===== config.mk =====
export PLATFORM = sky130hd
export DESIGN_NAME = sorted_priority_queue_core
export DESIGN_NICKNAME = d
export VERILOG_FILES = /design/src/hw/rtl/spq_pkg.sv /design/src/hw/rtl/spq_cell.sv /design/src/hw/rtl/sorted_priority_queue_core.sv
export SDC_FILE = /design/constraint.sdc
export NUM_CORES = 2
export LEC_CHECK = 0
export BUFFER_PORTS_ARGS = -buffer_cell sky130_fd_sc_hd__buf_2
export CELL_PAD_IN_SITES_DETAIL_PLACEMENT = 1
export CELL_PAD_IN_SITES_GLOBAL_PLACEMENT = 1
export CORE_MARGIN = 4
export CORE_UTILIZATION = 46
export CTS_BUF_LIST = sky130_fd_sc_hd__clkbuf_8
export CTS_CLUSTER_DIAMETER = 100
export DETAILED_ROUTE_END_ITERATION = 6
export HOLD_SLACK_MARGIN = 0.08
export PLACE_DENSITY = 0.71
export SYNTH_ARGS = -nofsm -noshare
export SYNTH_HDL_FRONTEND = slang
export SYNTH_SLANG_ARGS = --single-unit

===== constraint.sdc =====
create_clock -name clk -period 17.4 [get_ports clk]
set_input_delay 1.74 -clock clk [delete_from_list [all_inputs] [get_ports clk]]
set_output_delay 1.74 -clock clk [all_outputs]
set_load 0.03 [all_outputs]

===== src/hw/rtl/spq_pkg.sv =====
// Package: shared types, operation and status codes for the sorted priority queue.
`default_nettype none

package spq_pkg;

    localparam int CAPACITY_DEF      = 16;
    localparam int PRIORITY_BITS_DEF = 16;

    localparam logic [1:0] OP_ENQUEUE = 2'd0;
    localparam logic [1:0] OP_DEQUEUE = 2'd1;
    localparam logic [1:0] OP_PEEK    = 2'd2;
    localparam logic [1:0] OP_CLEAR   = 2'd3;

    localparam logic [1:0] ST_OK    = 2'd0;
    localparam logic [1:0] ST_EMPTY = 2'd1;
    localparam logic [1:0] ST_FULL  = 2'd2;

    typedef struct packed {
        logic [1:0]         op;
        logic signed [31:0] value;
        logic [15:0]        priority_req;
    } spq_req_t;

    typedef struct packed {
        logic signed [31:0] value_out;
        logic [1:0]         status;
        logic [4:0]         count;
    } spq_rsp_t;

    typedef struct packed {
        logic enq;
        logic deq;
    } spq_cmd_t;

endpackage

`default_nettype wire


===== src/hw/rtl/spq_cell.sv =====
// One queue slot: holds a value and priority, shifts right on insert, left on removal.
`default_nettype none

module spq_cell
    import spq_pkg::*;
#(
    parameter int PRIORITY_BITS = PRIORITY_BITS_DEF
) (
    input  wire                       clk,
    input  wire spq_cmd_t             cmd,
    input  wire                       occ,
    input  wire                       left_keep,
    input  wire  [31:0]               new_value,
    input  wire  [PRIORITY_BITS-1:0]  new_prio,
    input  wire  [31:0]               left_value,
    input  wire  [PRIORITY_BITS-1:0]  left_prio,
    input  wire  [31:0]               right_value,
    input  wire  [PRIORITY_BITS-1:0]  right_prio,
    output logic                      keep,
    output logic [31:0]               value,
    output logic [PRIORITY_BITS-1:0]  prio
);

    logic [31:0]              value_reg;
    logic [31:0]              value_next;
    logic [PRIORITY_BITS-1:0] prio_reg;
    logic [PRIORITY_BITS-1:0] prio_next;

    // ties stay ahead of the newcomer: first come, first served
    assign keep  = occ && (prio_reg <= new_prio);
    assign value = value_reg;
    assign prio  = prio_reg;

    always_comb
    begin
        value_next = value_reg;
        prio_next  = prio_reg;
        if (cmd.enq && !keep)
        begin
            if (left_keep)
            begin
                value_next = new_value;
                prio_next  = new_prio;
            end
            else
            begin
                value_next = left_value;
                prio_next  = left_prio;
            end
        end
        else if (cmd.deq)
        begin
            value_next = right_value;
            prio_next  = right_prio;
        end
    end

    always_ff @(posedge clk)
    begin
        value_reg <= value_next;
        prio_reg  <= prio_next;
    end

endmodule

`default_nettype wire


===== src/hw/rtl/sorted_priority_queue_core.sv =====
// Sorted priority queue: min-first, FIFO among equal priorities, held in a row of slot cells.
//
// Usage:
//   req channel (req_valid/req_ready/req) carries one operation per transaction:
//   enqueue, dequeue, peek or clear. rsp channel (rsp_valid/rsp_ready/rsp) returns
//   exactly one response per request with the front value, a status and the count.
//   Latency: the response is registered and appears the cycle after acceptance.
//   Throughput: one transaction per cycle while rsp is not stalled. Every slot compares
//   its priority with the incoming one in parallel and shifts by one position, so an
//   insert or removal completes in the accepting cycle.
//   Stall: while rsp holds an unaccepted response, req_ready follows rsp_ready; a
//   new request is accepted in the same cycle the pending response leaves.
//   Reset: rsp_valid and the entry count clear; slot contents stay undefined and
//   are never read until written.
//   Full queue: enqueue is dropped with a full status. Empty queue: dequeue and
//   peek give an empty status and value 0.
`default_nettype none

module sorted_priority_queue_core
    import spq_pkg::*;
#(
    parameter int CAPACITY      = CAPACITY_DEF,
    parameter int PRIORITY_BITS = PRIORITY_BITS_DEF
) (
    input  wire           clk,
    input  wire           rst_n,
    input  wire           req_valid,
    output logic          req_ready,
    input  wire spq_req_t req,
    output logic          rsp_valid,
    input  wire           rsp_ready,
    output spq_rsp_t      rsp
);

    localparam int CNT_W = $clog2(CAPACITY + 1);

    logic [CNT_W-1:0]         count_reg;
    logic [CNT_W-1:0]         count_next;
    logic                     rsp_valid_reg;
    logic                     rsp_valid_next;
    spq_rsp_t                 rsp_reg;
    spq_rsp_t                 rsp_next;

    logic                     accept;
    logic                     empty;
    logic                     full;
    logic [PRIORITY_BITS-1:0] new_prio;
    spq_cmd_t                 cmd;

    logic [CAPACITY-1:0]      occ;
    logic [CAPACITY-1:0]      keep;
    logic [31:0]              cell_value [CAPACITY];
    logic [PRIORITY_BITS-1:0] cell_prio  [CAPACITY];

    assign req_ready = !rsp_valid_reg || rsp_ready;
    assign accept    = req_valid && req_ready;
    assign empty     = (count_reg == '0);
    assign full      = (count_reg == CNT_W'(CAPACITY));
    assign new_prio  = PRIORITY_BITS'(req.priority_req);

    assign cmd.enq = accept && (req.op == OP_ENQUEUE) && !full;
    assign cmd.deq = accept && (req.op == OP_DEQUEUE) && !empty;

    genvar g;
    generate
        for (g = 0; g < CAPACITY; g++)
        begin : g_cell
            logic                     left_keep;
            logic [31:0]              left_value;
            logic [PRIORITY_BITS-1:0] left_prio;
            logic [31:0]              right_value;
            logic [PRIORITY_BITS-1:0] right_prio;

            assign occ[g] = (CNT_W'(g) < count_reg);

            if (g == 0)
            begin : g_first
                assign left_keep  = 1'b1;
                assign left_value = req.value;
                assign left_prio  = new_prio;
            end
            else
            begin : g_mid
                assign left_keep  = keep[g-1];
                assign left_value = cell_value[g-1];
                assign left_prio  = cell_prio[g-1];
            end

            if (g == CAPACITY - 1)
            begin : g_last
                assign right_value = cell_value[g];
                assign right_prio  = cell_prio[g];
            end
            else
            begin : g_inner
                assign right_value = cell_value[g+1];
                assign right_prio  = cell_prio[g+1];
            end

            spq_cell #(
                .PRIORITY_BITS(PRIORITY_BITS)
            ) u_cell (
                .clk        (clk),
                .cmd        (cmd),
                .occ        (occ[g]),
                .left_keep  (left_keep),
                .new_value  (req.value),
                .new_prio   (new_prio),
                .left_value (left_value),
                .left_prio  (left_prio),
                .right_value(right_value),
                .right_prio (right_prio),
                .keep       (keep[g]),
                .value      (cell_value[g]),
                .prio       (cell_prio[g])
            );
        end
    endgenerate

    always_comb
    begin
        count_next          = count_reg;
        rsp_next            = rsp_reg;
        rsp_valid_next      = rsp_valid_reg;
        if (rsp_ready)
        begin
            rsp_valid_next = 1'b0;
        end
        if (accept)
        begin
            rsp_valid_next     = 1'b1;
            rsp_next.value_out = '0;
            rsp_next.status    = ST_OK;
            case (req.op)
                OP_ENQUEUE:
                begin
                    if (full)
                    begin
                        rsp_next.status = ST_FULL;
                    end
                    else
                    begin
                        count_next = count_reg + 1'b1;
                    end
                end
                OP_DEQUEUE:
                begin
                    if (empty)
                    begin
                        rsp_next.status = ST_EMPTY;
                    end
                    else
                    begin
                        rsp_next.value_out = cell_value[0];
                        count_next         = count_reg - 1'b1;
                    end
                end
                OP_PEEK:
                begin
                    if (empty)
                    begin
                        rsp_next.status = ST_EMPTY;
                    end
                    else
                    begin
                        rsp_next.value_out = cell_value[0];
                    end
                end
                default:
                begin
                    count_next = '0;
                end
            endcase
            rsp_next.count = 5'(count_next);
        end
    end

    always_ff @(posedge clk or negedge rst_n)
    begin
        if (!rst_n)
        begin
            count_reg     <= '0;
            rsp_valid_reg <= 1'b0;
        end
        else
        begin
            count_reg     <= count_next;
            rsp_valid_reg <= rsp_valid_next;
        end
    end

    always_ff @(posedge clk)
    begin
        rsp_reg <= rsp_next;
    end

    assign rsp_valid = rsp_valid_reg;
    assign rsp       = rsp_reg;

endmodule

`default_nettype wire


==> flow_summary.yaml <==
worst_setup_path:
  crit_required_ns: 17.88
  worstPathMaxFanout: 44
  path_cells: "buf_2 -> inv_1 -> ha_1 -> nand4_1 -> nor4_1 -> o21ai_0 -> a31o_4 -> o21ai_4 -> buf_4"
  endpoint_kind: "register"
  cp_top_family: "compound AO/OA/AOI/OAI gates"
  worstPathArrival_ns: 6.18
  r2r_setup_slack_ns: 11.95
  cp.buffers_inverters: 3
  slowest_stage: "o21ai_4"
  critPathLaunchType: "primary input"
  crit_type: "primary input to register"
  cpPeakStageDelay_ns: 0.81
route:
  drt_wl_total_microns: 174000
  post_drt_wl_per_cell_microns: 30.6
  vias: 37760
  first_pass_iters: 6
  drt_iter0_drc: 4002
  viasPerCell: 6.64
  detail-route-antenna-nets: 0
  drc: 0
global_routing:
  grt_max_degree: 77
  grt_pass1_vias: 38510
  antenna_found_initial: 3
  grt.total_usage: 0.312
  grt_pass1_wl_microns: 255000
  grt_overflow: 0
yosys:
  ys_types: 70
  async_flop_share: 0.00738
  yosys.area_share.simple: 0.0715
  avgSynthCellArea_sq_um: 11.3
  synth-compound-area-share: 0.158
  seq_area_frac_synth: 0.509
  synth_top_family_by_area: "compound AO/OA/AOI/OAI gates"
  synth_edf_count: 807
  synth.ff_latch_count: 813
  synth_nets: 4542
  synthMuxAreaShare: 0.156
  ys.flop_type: "edfxtp_1"
  synth_xor_area_frac: 0.000183
  synth_adder_area_share: 0.0687
  netlist_area_sq_mm: 0.0479
  syn-instance-count: 4225
  ys_warn_count: 0
layout:
  largest_register_ffs: 512
  area_growth_pct: 9.08
  multi_input_area_sq_mm: 0.0222
  nNetsFinal: 4506
  regArea_sq_mm: 0.0244
  nFillCells: 10882
  drive_gt1_frac: 0.195
clock_network:
  numCtsBuffers: 151
  ctsHoldBuffers: 0
  cts_root_buffer: "clkbuf_8"
  postCtsResizedCells: 0
  clk_latency_ns: 0.86
  clk_pin_slew_ns: 0.06
  post_cts_buffers: 0
  clockBufferDepth: 3
  cts_tree: "done"
  htreeDepth: 4
  cts.sinks: 813
floorplan:
  ios: 95
  die_h_microns: 331
  die_area_sq_mm: 0.109
  core_area_sq_mm: 0.103
  initial_utilization: 0.463
  placement_rows: 118
  die_w_microns: 331
timing:
  finalHoldViolCount: 0
  fmax_mhz: 175
  setup_violations: 0
  timing.slew.headroom: 0.217
  layout_setup_ws_ns: 11.69
  rsz0062_at_grt: "no"
  period_share: 0.328
  tns_ns: 0
  skew_ns: 0.0521
  tightest_slew_ns: 1.17
  hold_slack_ns: 0.542
  min_period_ns: 5.71
  slew_violations: 0
worst_hold_path:
  worst_hold_path_type: "register to register"
power:
  vdd_drop_max_mv: 0.0881
  leakagePower_uw: 0.0202
  total_power_uw: 6100
  power_density_mw_per_mm2: 117
place:
  port-buffer-count: 94
  globalplace.congestion: 0.885
  dp_slack_ns: 10.89
  hpwl_microns: 106000
outcome:
  status: "complete, no violations"
job:
  cap_viol_max_count: 0
[cells in the mapped netlist, types with 21 or more instances]
cell,count,share of area
nand2_1,262,0.021
nand3_1,63,0.0066
a311oi_1,96,0.018
o22ai_1,49,0.0064
mux2_2,400,0.094
a21o_1,23,0.0036
a21oi_1,676,0.071
and2_1,39,0.0051
o21ai_0,183,0.019
a2bb2oi_1,51,0.0093
ha_1,263,0.069
buf_2,105,0.011
nor3_1,26,0.0027
inv_1,42,0.0033
buf_1,21,0.0016
nand4_1,49,0.0064
a31oi_1,107,0.014
mux2i_1,295,0.062
clkbuf_1,235,0.018
edfxtp_1,807,0.51
nor2_1,233,0.018
[stage by stage]
| stage | area (sq um) | std cells | util |
|---|---|---|---|
| floorplan | 47900 | 4225 | - |
| global placement | 49600 | 5416 | 0.480 |
| detailed placement | 49600 | 5416 | 0.480 |
| CTS | 52300 | 5682 | 0.505 |
| global route | 52300 | 5683 | 0.505 |
| finish | 52300 | 5683 | 0.505 |
[kinds of logic after synthesis]
group | Yosys count
flops | 813
simple gates | 757
xor+xnor | 1
buf+inv | 417
fa+ha+maj | 263
compound gates | 1279
mux | 695
[cell usage in the layout (no fill, tap or decap), types with 25 or more instances in the layout]
cell	count
a311oi_1	96
a31oi_1	98
inv_1	101
nor2_1	228
clkinv_1	30
o21ai_0	179
ha_1	263
buf_4	91
nor3_1	25
nand4_1	49
nand2_1	254
nand3_1	61
mux2i_1	295
a2bb2oi_1	51
a21oi_1	675
and2_1	35
o22ai_1	49
clkbuf_8	154
edfxtp_1	807
buf_2	94
mux2_2	400
[layout make-up]
type | count | area share
Timing Repair Buffer | 185 | 0.0221
Clock inverter | 112 | 0.00991
Multi-Input combinational cell | 2995 | 0.425
Clock buffer | 154 | 0.0405
Tap cell | 1380 | 0.0330
Sequential cell | 813 | 0.466
Inverter | 43 | 0.00309
Antenna cell | 1 | 0.0000479
[power breakdown]
part / internal, uW / switching [uW]
registers: 2460 / 152
clock network: 826 / 881
logic: 586 / 1200
[layer usage]
layer | routed length, microns | share of wire | track usage | vias up
met4 | 6770 | 0.039 | 0.121 | 0
met5 | 0 | 0 | 0 | -
met3 | 15600 | 0.090 | 0.0674 | 343
met1 | 76600 | 0.44 | 0.447 | 19278
met2 | 74700 | 0.43 | 0.463 | 1910
li1 | - | - | - | 16229
[worst paths after layout]
path | start | end | cells after the start
setup reg to reg | count_reg[0]$_DFFE_PN0P_ | g_cell[8].u_cell.value[29]$_DFFE_PP_ | 9
min in group asynchronous | rst_n | rsp_valid$_DFFE_PN0P_ | 1
max in group asynchronous | rst_n | count_reg[1]$_DFFE_PN0P_ | 1
hold reg to reg | g_cell[15].u_cell.value[16]$_DFFE_PP_ | g_cell[14].u_cell.value[16]$_DFFE_PP_ | 1
hold / removal | g_cell[15].u_cell.value[16]$_DFFE_PP_ | g_cell[14].u_cell.value[16]$_DFFE_PP_ | 1
setup / recovery | req[14] | g_cell[6].u_cell.value[21]$_DFFE_PP_ | 9
(Power assumes the default switching activity.)
